`src/assert_macros.svh`:
```
// Assertion macros shared by the address table RTL.
// Included by any module that carries concurrent checks; no other dependencies.
`ifndef ASSERT_MACROS_SVH
`define ASSERT_MACROS_SVH
`ifndef SYNTHESIS
`define MAW_ASSERT(lbl, clk, rstn, prop) \
    lbl: assert property (@(posedge clk) disable iff (!rstn) (prop)) \
        else $error("assertion failed");
`define MAW_NEVER(lbl, clk, rstn, prop) \
    lbl: assert property (@(posedge clk) disable iff (!rstn) !(prop)) \
        else $error("forbidden condition seen");
`else
`define MAW_ASSERT(lbl, clk, rstn, prop)
`define MAW_NEVER(lbl, clk, rstn, prop)
`endif
`endif

```
`src/maw_pkg.sv`:
```
// Shared types and codes for the meter address whitelist.
// Depends on nothing; every other file of the block but assert_macros.svh imports it.
`default_nettype none

package maw_pkg;

    localparam int TABLE_SLOTS_DEF = 32;

    localparam int REQ_W = 2;
    localparam int MFR_W = 16;
    localparam int ID_W  = 32;
    localparam int IDX_W = 5;
    localparam int STS_W = 2;
    localparam int CNT_W = 6;
    localparam int WORD_W = MFR_W + ID_W;

    localparam logic [REQ_W-1:0] REQ_LOOKUP = 2'd0;
    localparam logic [REQ_W-1:0] REQ_ADD    = 2'd1;
    localparam logic [REQ_W-1:0] REQ_REMOVE = 2'd2;
    localparam logic [REQ_W-1:0] REQ_READ   = 2'd3;

    localparam logic [STS_W-1:0] ST_OK        = 2'd0;
    localparam logic [STS_W-1:0] ST_NOT_FOUND = 2'd1;
    localparam logic [STS_W-1:0] ST_FULL      = 2'd2;

    typedef struct packed {
        logic [STS_W-1:0] status;
        logic             found;
        logic [CNT_W-1:0] entry_count;
        logic [MFR_W-1:0] read_manufacturer;
        logic [ID_W-1:0]  read_meter_id;
    } res_t;

endpackage

`default_nettype wire

```
`src/maw_if.sv`:
```
// Valid/ready channel interfaces for requests and results of the whitelist.
// Depends on maw_pkg for the field widths.
`default_nettype none

interface maw_req_if;
    import maw_pkg::*;
    logic             valid;
    logic             ready;
    logic [REQ_W-1:0] req_type;
    logic [MFR_W-1:0] manufacturer;
    logic [ID_W-1:0]  meter_id;
    logic [IDX_W-1:0] entry_index;

    modport source (output valid, output req_type, output manufacturer,
                    output meter_id, output entry_index, input ready);
    modport sink   (input valid, input req_type, input manufacturer,
                    input meter_id, input entry_index, output ready);
endinterface

interface maw_res_if;
    import maw_pkg::*;
    logic             valid;
    logic             ready;
    logic [STS_W-1:0] status;
    logic             found;
    logic [CNT_W-1:0] entry_count;
    logic [MFR_W-1:0] read_manufacturer;
    logic [ID_W-1:0]  read_meter_id;

    modport source (output valid, output status, output found, output entry_count,
                    output read_manufacturer, output read_meter_id, input ready);
    modport sink   (input valid, input status, input found, input entry_count,
                    input read_manufacturer, input read_meter_id, output ready);
endinterface

`default_nettype wire

```
`src/maw_table_ram.sv`:
```
// Slot memory: one write port and one read port with registered read data.
// Depends on maw_pkg for the word width.
`default_nettype none

module maw_table_ram #(
    parameter int DEPTH = maw_pkg::TABLE_SLOTS_DEF,
    localparam int AW = (DEPTH > 1) ? $clog2(DEPTH) : 1
) (
    input  wire logic                      clk,
    input  wire logic                      we,
    input  wire logic [AW-1:0]             waddr,
    input  wire logic [maw_pkg::WORD_W-1:0] wdata,
    input  wire logic                      re,
    input  wire logic [AW-1:0]             raddr,
    output logic      [maw_pkg::WORD_W-1:0] rdata_reg
);
    import maw_pkg::*;

    logic [WORD_W-1:0] mem [DEPTH];

    // Each slot holds the manufacturer code above the identifier.
    always_ff @(posedge clk)
    begin
        if (we)
        begin
            mem[waddr] <= wdata;
        end
        if (re)
        begin
            rdata_reg <= mem[raddr];
        end
    end

endmodule

`default_nettype wire

```
`src/maw_ctrl.sv`:
```
// Request sequencer: scans the slot memory, applies add/remove, builds results.
// Depends on maw_pkg, the channel interfaces and assert_macros.svh.
`default_nettype none
`include "assert_macros.svh"

module maw_ctrl #(
    parameter int TABLE_SLOTS = maw_pkg::TABLE_SLOTS_DEF,
    localparam int AW = (TABLE_SLOTS > 1) ? $clog2(TABLE_SLOTS) : 1
) (
    input  wire logic                       clk,
    input  wire logic                       rst_n,
    maw_req_if.sink                         req,
    maw_res_if.source                       res,
    output logic                            mem_we,
    output logic      [AW-1:0]              mem_waddr,
    output logic      [maw_pkg::WORD_W-1:0] mem_wdata,
    output logic                            mem_re,
    output logic      [AW-1:0]              mem_raddr,
    input  wire logic [maw_pkg::WORD_W-1:0] mem_rdata
);
    import maw_pkg::*;

    localparam int CW = $clog2(TABLE_SLOTS + 1);
    localparam int IW = 9;

    localparam logic [2:0] S_IDLE   = 3'd0;
    localparam logic [2:0] S_SCAN   = 3'd1;
    localparam logic [2:0] S_ACT    = 3'd2;
    localparam logic [2:0] S_MOVE   = 3'd3;
    localparam logic [2:0] S_IDXRD  = 3'd4;
    localparam logic [2:0] S_IDXCAP = 3'd5;
    localparam logic [2:0] S_DONE   = 3'd6;

    logic [2:0]        state_reg, state_next;
    logic [REQ_W-1:0]  type_reg, type_next;
    logic [MFR_W-1:0]  mfr_reg, mfr_next;
    logic [ID_W-1:0]   id_reg, id_next;
    logic [IDX_W-1:0]  idx_reg, idx_next;
    logic [CW-1:0]     issue_reg, issue_next;
    logic              pend_valid_reg, pend_valid_next;
    logic [AW-1:0]     pend_idx_reg, pend_idx_next;
    logic              hit_reg, hit_next;
    logic [AW-1:0]     pos_reg, pos_next;
    logic [CW-1:0]     count_reg, count_next;
    res_t              rslt_reg, rslt_next;
    logic              out_valid_reg, out_valid_next;
    res_t              out_reg, out_next;

    logic [WORD_W-1:0] key;
    logic              hit_now;
    logic [CW-1:0]     last;
    logic [IW-1:0]     idx_w;
    logic [IW-1:0]     cnt_w;
    logic              count_step_ok;

    assign key     = {mfr_reg, id_reg};
    assign hit_now = pend_valid_reg && (mem_rdata == key);
    assign last    = count_reg - CW'(1);
    assign idx_w   = IW'(idx_reg);
    assign cnt_w   = IW'(count_reg);

    // The count moves by at most one per cycle.
    assign count_step_ok = (count_next == count_reg) || (count_next == count_reg + CW'(1)) ||
                           (count_next + CW'(1) == count_reg);

    assign req.ready             = (state_reg == S_IDLE);
    assign res.valid             = out_valid_reg;
    assign res.status            = out_reg.status;
    assign res.found             = out_reg.found;
    assign res.entry_count       = out_reg.entry_count;
    assign res.read_manufacturer = out_reg.read_manufacturer;
    assign res.read_meter_id     = out_reg.read_meter_id;

    always_comb
    begin
        state_next     = state_reg;
        type_next      = type_reg;
        mfr_next       = mfr_reg;
        id_next        = id_reg;
        idx_next       = idx_reg;
        issue_next     = issue_reg;
        hit_next       = hit_reg;
        pos_next       = pos_reg;
        count_next     = count_reg;
        rslt_next      = rslt_reg;
        out_next       = out_reg;
        out_valid_next = out_valid_reg;
        mem_we         = 1'b0;
        mem_waddr      = count_reg[AW-1:0];
        mem_wdata      = key;
        mem_re         = 1'b0;
        mem_raddr      = issue_reg[AW-1:0];

        if (out_valid_reg && res.ready)
        begin
            out_valid_next = 1'b0;
        end

        case (state_reg)
            S_IDLE:
            begin
                if (req.valid)
                begin
                    type_next  = req.req_type;
                    mfr_next   = req.manufacturer;
                    id_next    = req.meter_id;
                    idx_next   = req.entry_index;
                    issue_next = '0;
                    hit_next   = 1'b0;
                    state_next = (req.req_type == REQ_READ) ? S_IDXRD : S_SCAN;
                end
            end
            S_SCAN:
            begin
                // One slot read is issued per cycle while the previous one is compared.
                if (hit_now)
                begin
                    hit_next   = 1'b1;
                    pos_next   = pend_idx_reg;
                    state_next = S_ACT;
                end
                else if (issue_reg >= count_reg)
                begin
                    state_next = S_ACT;
                end
                else
                begin
                    mem_re     = 1'b1;
                    mem_raddr  = issue_reg[AW-1:0];
                    issue_next = issue_reg + CW'(1);
                end
            end
            S_ACT:
            begin
                rslt_next       = '0;
                rslt_next.found = hit_reg;
                state_next      = S_DONE;
                case (type_reg)
                    REQ_ADD:
                    begin
                        if (!hit_reg)
                        begin
                            if (count_reg >= CW'(TABLE_SLOTS))
                            begin
                                rslt_next.status = ST_FULL;
                            end
                            else
                            begin
                                mem_we     = 1'b1;
                                mem_waddr  = count_reg[AW-1:0];
                                count_next = count_reg + CW'(1);
                            end
                        end
                    end
                    REQ_REMOVE:
                    begin
                        if (!hit_reg)
                        begin
                            rslt_next.status = ST_NOT_FOUND;
                        end
                        else
                        begin
                            count_next = last;
                            // The last entry fills the hole unless it is the hole.
                            if (pos_reg != last[AW-1:0])
                            begin
                                mem_re     = 1'b1;
                                mem_raddr  = last[AW-1:0];
                                state_next = S_MOVE;
                            end
                        end
                    end
                    default:
                    begin
                        if (!hit_reg)
                        begin
                            rslt_next.status = ST_NOT_FOUND;
                        end
                    end
                endcase
            end
            S_MOVE:
            begin
                mem_we     = 1'b1;
                mem_waddr  = pos_reg;
                mem_wdata  = mem_rdata;
                state_next = S_DONE;
            end
            S_IDXRD:
            begin
                rslt_next = '0;
                if (idx_w < cnt_w)
                begin
                    mem_re     = 1'b1;
                    mem_raddr  = idx_w[AW-1:0];
                    state_next = S_IDXCAP;
                end
                else
                begin
                    rslt_next.status = ST_NOT_FOUND;
                    state_next       = S_DONE;
                end
            end
            S_IDXCAP:
            begin
                rslt_next                   = '0;
                rslt_next.found             = 1'b1;
                rslt_next.read_manufacturer = mem_rdata[WORD_W-1:ID_W];
                rslt_next.read_meter_id     = mem_rdata[ID_W-1:0];
                state_next                  = S_DONE;
            end
            S_DONE:
            begin
                if (!out_valid_reg || res.ready)
                begin
                    out_next             = rslt_reg;
                    out_next.entry_count = cnt_w[CNT_W-1:0];
                    out_valid_next       = 1'b1;
                    state_next           = S_IDLE;
                end
            end
            default:
            begin
                state_next = S_IDLE;
            end
        endcase

        pend_valid_next = mem_re && (state_reg == S_SCAN);
        pend_idx_next   = mem_raddr;
    end

    always_ff @(posedge clk or negedge rst_n)
    begin
        if (!rst_n)
        begin
            state_reg      <= S_IDLE;
            count_reg      <= '0;
            pend_valid_reg <= 1'b0;
            out_valid_reg  <= 1'b0;
            hit_reg        <= 1'b0;
        end
        else
        begin
            state_reg      <= state_next;
            count_reg      <= count_next;
            pend_valid_reg <= pend_valid_next;
            out_valid_reg  <= out_valid_next;
            hit_reg        <= hit_next;
        end
    end

    always_ff @(posedge clk)
    begin
        type_reg     <= type_next;
        mfr_reg      <= mfr_next;
        id_reg       <= id_next;
        idx_reg      <= idx_next;
        issue_reg    <= issue_next;
        pend_idx_reg <= pend_idx_next;
        pos_reg      <= pos_next;
        rslt_reg     <= rslt_next;
        out_reg      <= out_next;
    end

    `MAW_ASSERT(a_count_bound, clk, rst_n, count_reg <= CW'(TABLE_SLOTS))
    `MAW_ASSERT(a_count_step, clk, rst_n, count_step_ok)
    `MAW_ASSERT(a_write_in_range, clk, rst_n, mem_we |-> (IW'(mem_waddr) <= IW'(count_reg)))
    `MAW_NEVER(a_rd_wr_overlap, clk, rst_n, mem_we && mem_re)

endmodule

`default_nettype wire

```
`src/meter_address_whitelist.sv`:
```
// Top level of the meter address whitelist: request sequencer plus slot memory.
// Depends on maw_pkg, maw_if, maw_table_ram and maw_ctrl.
`default_nettype none

//  channel | role   | payload
//  --------+--------+---------------------------------------------------------
//  req     | sink   | req_type, manufacturer, meter_id, entry_index
//  res     | source | status, found, entry_count, read_manufacturer, read_meter_id
//
// One item is handled at a time. A lookup, add or remove scans the stored slots
// through the memory read port, one slot per cycle, and stops at the first match.
// A remove that hits moves the last entry into the freed slot, unless the match was
// the last entry. A read by index reads its slot only when the index is below the
// count and otherwise reports not found. Reset clears the entry count and the
// control state; slot contents are never cleared because slots at or past the
// count are never read.
// A result waits in an output register while the next item is accepted; the
// block only stalls when a new result is ready and that register is still full.

module meter_address_whitelist #(
    parameter int TABLE_SLOTS = maw_pkg::TABLE_SLOTS_DEF
) (
    input wire logic  clk,
    input wire logic  rst_n,
    maw_req_if.sink   req,
    maw_res_if.source res
);
    import maw_pkg::*;

    localparam int AW = (TABLE_SLOTS > 1) ? $clog2(TABLE_SLOTS) : 1;

    // Memory port between the sequencer and the slot array.
    logic              mem_we;
    logic [AW-1:0]     mem_waddr;
    logic [WORD_W-1:0] mem_wdata;
    logic              mem_re;
    logic [AW-1:0]     mem_raddr;
    logic [WORD_W-1:0] mem_rdata;

    // The sequencer owns the count and all decisions; the memory just stores slots.
    maw_ctrl #(
        .TABLE_SLOTS (TABLE_SLOTS)
    ) u_ctrl (
        .clk       (clk),
        .rst_n     (rst_n),
        .req       (req),
        .res       (res),
        .mem_we    (mem_we),
        .mem_waddr (mem_waddr),
        .mem_wdata (mem_wdata),
        .mem_re    (mem_re),
        .mem_raddr (mem_raddr),
        .mem_rdata (mem_rdata)
    );

    maw_table_ram #(
        .DEPTH (TABLE_SLOTS)
    ) u_ram (
        .clk       (clk),
        .we        (mem_we),
        .waddr     (mem_waddr),
        .wdata     (mem_wdata),
        .re        (mem_re),
        .raddr     (mem_raddr),
        .rdata_reg (mem_rdata)
    );

endmodule

`default_nettype wire

```
`src/flat_wrapper.sv`:
```
// flat-port wrapper written by rule: the top's interface ports become plain ports
module meter_address_whitelist_flat import maw_pkg::*;
#(
    parameter int TABLE_SLOTS = maw_pkg::TABLE_SLOTS_DEF
)
  (clk, rst_n, req_valid, req_req_type, req_manufacturer, req_meter_id, req_entry_index, req_ready, res_valid, res_status, res_found, res_entry_count, res_read_manufacturer, res_read_meter_id, res_ready);
  maw_req_if req_i ();
  maw_res_if res_i ();
  input wire logic clk;
  input wire logic rst_n;
  input wire logic [$bits(req_i.valid)-1:0] req_valid;
  input wire logic [$bits(req_i.req_type)-1:0] req_req_type;
  input wire logic [$bits(req_i.manufacturer)-1:0] req_manufacturer;
  input wire logic [$bits(req_i.meter_id)-1:0] req_meter_id;
  input wire logic [$bits(req_i.entry_index)-1:0] req_entry_index;
  output wire logic [$bits(req_i.ready)-1:0] req_ready;
  output wire logic [$bits(res_i.valid)-1:0] res_valid;
  output wire logic [$bits(res_i.status)-1:0] res_status;
  output wire logic [$bits(res_i.found)-1:0] res_found;
  output wire logic [$bits(res_i.entry_count)-1:0] res_entry_count;
  output wire logic [$bits(res_i.read_manufacturer)-1:0] res_read_manufacturer;
  output wire logic [$bits(res_i.read_meter_id)-1:0] res_read_meter_id;
  input wire logic [$bits(res_i.ready)-1:0] res_ready;
  assign req_i.valid = req_valid;
  assign req_i.req_type = req_req_type;
  assign req_i.manufacturer = req_manufacturer;
  assign req_i.meter_id = req_meter_id;
  assign req_i.entry_index = req_entry_index;
  assign req_ready = req_i.ready;
  assign res_valid = res_i.valid;
  assign res_status = res_i.status;
  assign res_found = res_i.found;
  assign res_entry_count = res_i.entry_count;
  assign res_read_manufacturer = res_i.read_manufacturer;
  assign res_read_meter_id = res_i.read_meter_id;
  assign res_i.ready = res_ready;
  meter_address_whitelist #(.TABLE_SLOTS(TABLE_SLOTS)) u_core (.clk(clk), .rst_n(rst_n), .req(req_i), .res(res_i));
endmodule
```
`config.mk`:
```
export PLATFORM = sky130hd
export DESIGN_NAME = meter_address_whitelist_flat
export DESIGN_NICKNAME = d
export VERILOG_FILES = /design/src/maw_pkg.sv /design/src/maw_if.sv /design/src/maw_table_ram.sv /design/src/maw_ctrl.sv /design/src/meter_address_whitelist.sv /design/src/flat_wrapper.sv
export VERILOG_INCLUDE_DIRS = /design/src /design/src/src
export SDC_FILE = /design/constraint.sdc
export NUM_CORES = 2
export LEC_CHECK = 0
export BUFFER_PORTS_ARGS = -buffer_cell sky130_fd_sc_hd__buf_4
export CAP_MARGIN = 20
export CORE_ASPECT_RATIO = 0.7
export CORE_MARGIN = 1
export CORE_UTILIZATION = 46
export CTS_CLUSTER_SIZE = 20
export DETAILED_ROUTE_END_ITERATION = 7
export PLACE_DENSITY = 0.74
export SKIP_LAST_GASP = 1
export SLEW_MARGIN = 20
export SYNTH_ARGS = -nofsm -noshare
export SYNTH_HDL_FRONTEND = slang
export SYNTH_SLANG_ARGS = --single-unit
```
`constraint.sdc`:
```
create_clock -name clk -period 4.6 [get_ports clk]
set_input_delay 0.92 -clock clk [delete_from_list [all_inputs] [get_ports clk]]
set_output_delay 0.92 -clock clk [all_outputs]
set_load 0.03 [all_outputs]
```
==> impl_metrics.tcl <==
set metrics [dict create \
    io_pins 118 \
    power_leakage_nw 28.4 \
    first_global_vias 41200 \
    path_class "register to register" \
    intPower_mw 34.8 \
    synthArstFlopShare 0.00676 \
    ys.flop_type "edfxtp_1" \
    synth-edff-count 1758 \
    layout.nets 4820 \
    drt_iter0_drc 7502 \
    ff_latch_area_um2 53200 \
    groute.usage.overall 0.254 \
    ys_seq_elements 1775 \
    power.switching_mw 21.4 \
    placed_cells 6651 \
    die_area_um2 158000 \
    wl_per_cell_um 29.3 \
    root_buffer "clkbuf_16" \
    synth_cells 4642 \
    vias 43700 \
    synth_area_um2 71900 \
    yosysTopAreaCell "edfxtp_1" \
    antenna_left 0 \
    timing.fmax_mhz 226 \
    hold_viol 0 \
    yosys_warnings 0 \
    drt_wl_total_mm 204 \
    cpMostUsedCell "buf_4" \
    clkLatencyLatePin_ps 830 \
    holdWs_ps 270 \
    die_h_um 333 \
    viasPerCell 6.28 \
    grt_max_degree 175 \
    place_ws_ps 135 \
    p_seq_frac 0.387 \
    p_clk_frac 0.234 \
    power_mw 56.2 \
    path_clk_slew_ps 60 \
    drive_gt1_frac 0.115 \
    netlist.area_leader.share 0.734 \
    layout.cells.non_filler 6948 \
    swShare 0.381 \
    cp_max_fo 40 \
    setup_viol 0 \
    grt_overflow 0 \
    ir_drop_mv 0.900 \
    r2r_setup_slack_ps 170 \
    post-route-util 0.529 \
    hold_path.class "input port to register" \
    numPortBuffers 117 \
    hpwlAfterDp_mm 107 \
    cp_cell_sequence "inv_1, ha_1, nor3b_2, xnor3_1, and3_1, nor3_1, a221oi_4, buf_12, buf_4, buf_4, nor2_4, buf_4, a32oi_1, o22ai_1, nor3_1" \
    placed_cell_area_um2 76300 \
    path_delay_family "buffers and inverters" \
    required_ps 5150 \
    setup_ws_ps 166 \
    tightest_slew_ps 1190 \
    fillerInstances 12000 \
    ys_types 72 \
    comb_power_share 0.379 \
    avgSynthCellArea_um2 15.5 \
    finalMaxSlewViolations 0 \
    cts_tree "yes" \
    antenna_found_initial 3 \
    core-area_um2 154000 \
    status "completed" \
    first_pass_iters 8 \
    route.detailed.drc 0 \
    fp-row-count 120 \
    cp-end-kind "register" \
    tns_ps 0 \
    post-route-min-period_ps 4430 \
    cts_sinks 1775 \
    grt_pass1_wl_mm 290 \
    syn_nets 4714 \
    die_w_um 475 \
    cp_slowest_cell "buf_4" \
    place.gp.congestion 0.891 \
    finalCritPeriodShare 0.964 \
    cp.buffers_inverters 5 \
    multi_input_area_um2 16500 \
    area.growth.synth_to_final_pct 13.3 \
    largest_register_ffs 1536 \
    finish.instance_area_um2 81500 \
    maxCapViolCount 0 \
    start_kind "register" \
    crit_arrival_ps 4980 \
    cts_buffers 162 \
    finClkSkew_ps 34.0 \
    synthTopCellsByArea "edfxtp_1, mux2i_1, a211oi_1" \
    relSlewSlack 0.210 \
    grt_setup_unrepaired "yes" \
    initial_core_util 0.467 \
    cp_slowest_stage_delay_ps 490 \
    ys_seq_area_frac 0.740 \
    power-per-cell-area_nw_per_um2 690 \
    cts_buffer_depth 3 \
    cts_max_level 4 \
]
## metal layers
layer | global-route usage | up-vias | share of wire
met5 | 0 | - | 0.00037
met1 | 0.368 | 21600 | 0.39
met4 | 0.102 | 4 | 0.041
met2 | 0.360 | 3283 | 0.42
met3 | 0.0688 | 437 | 0.15
li1 | - | 18300 | -
## power by group through the flow
stage / clock network [mW] / logic, mW / registers [mW]
after CTS: 13.3 / 20.7 / 21.7
final: 13.1 / 21.3 / 21.8
after floorplan: 0 / 12.9 / 22.0
after detailed placement: 0 / 20.5 / 22.1
after global placement: 0 / 20.1 / 22.0
after global routing: 13.8 / 22.3 / 21.8
## layout make-up
cell class              count  area share
repair buffers            268      0.0360
diodes                      2   0.0000614
clock buffers             196      0.0516
inverters                 299      0.0139
multi-input cells        2242       0.203
clock inverters            92      0.0107
flip-flops and latches   1775       0.653
well taps                2074      0.0319
## repair_timing
| action | 4_1_cts | 5_1_grt |
|---|---|---|
| gates resized for setup | 0 | 4 |
| endpoints found under the setup margin | 0 | 28 |
| buffers inserted | 0 | 3 |
| endpoints found under the hold margin | 12 | 0 |
| hold buffers | 1 | 0 |
## final timing paths
kind,to,from,cells after the start
max,u_core.u_ram.rdata_reg[29]$_DFFE_PN_,u_core.u_ctrl.count_reg[0]$_DFFE_PN0P_,15
min,u_core.u_ctrl.mfr_reg[6]$_DFFE_PP_,req_manufacturer[6],1
max reg2reg,u_core.u_ram.rdata_reg[29]$_DFFE_PN_,u_core.u_ctrl.count_reg[0]$_DFFE_PN0P_,15
min reg2reg,u_core.u_ctrl.pos_reg[4]$_DFFE_PP_,u_core.u_ctrl.pend_idx_reg[4]$_DFF_P_,0
max in group asynchronous,u_core.u_ctrl.state_reg[0]$_DFFE_PN0P_,rst_n,2
min in group asynchronous,u_core.u_ctrl.hit_reg$_DFFE_PN0P_,rst_n,2
## kinds of logic (layout without fill, tap and decap cells)
group	count (synthesis)	after routing	synth area share
AO/OA/AOI/OAI	1003	1003	0.101
XOR/XNOR	66	66	0.00842
adder cells (fa/ha/maj)	13	13	0.00226
buffers and inverters	625	855	0.0356
flip-flops	1775	1775	0.740
multiplexers	530	530	0.0739
other	0	2	0
AND/OR/NAND/NOR	630	630	0.0387
## cell usage in the layout, fill, tap and decap left out, types with 15 or more instances in the layout
| master | Yosys | layout |
|---|---|---|
| a211oi_1 | 556 | 556 |
| a21oi_1 | 16 | 15 |
| a32oi_1 | 98 | 98 |
| and3_1 | 50 | 49 |
| buf_12 | 0 | 71 |
| buf_4 | 8 | 192 |
| clkbuf_1 | 158 | 33 |
| clkbuf_16 | 0 | 164 |
| clkinv_1 | 1 | 35 |
| clkinv_2 | 0 | 28 |
| edfxtp_1 | 1758 | 1758 |
| inv_1 | 294 | 293 |
| mux2i_1 | 525 | 525 |
| nand2_1 | 379 | 375 |
| nand3_1 | 18 | 15 |
| nor2_1 | 64 | 28 |
| nor2_4 | 0 | 37 |
| nor3_1 | 59 | 58 |
| nor4_1 | 15 | 15 |
| o2111ai_1 | 48 | 48 |
| o21ai_0 | 138 | 138 |
| o22ai_1 | 93 | 92 |
| xnor2_1 | 15 | 15 |
| xor2_1 | 49 | 49 |
## Yosys cell counts, drive strengths merged (17+ instances only)
cell	instances
nor3	61
buf	166
a32oi	98
o21ai	146
a211oi	556
o22ai	93
nand2	379
clkbuf	160
a21oi	17
o2111ai	48
inv	298
mux2i	525
nor2	65
edfxtp	1758
nand3	18
and3	50
xor2	49
(Power assumes the default switching activity.)
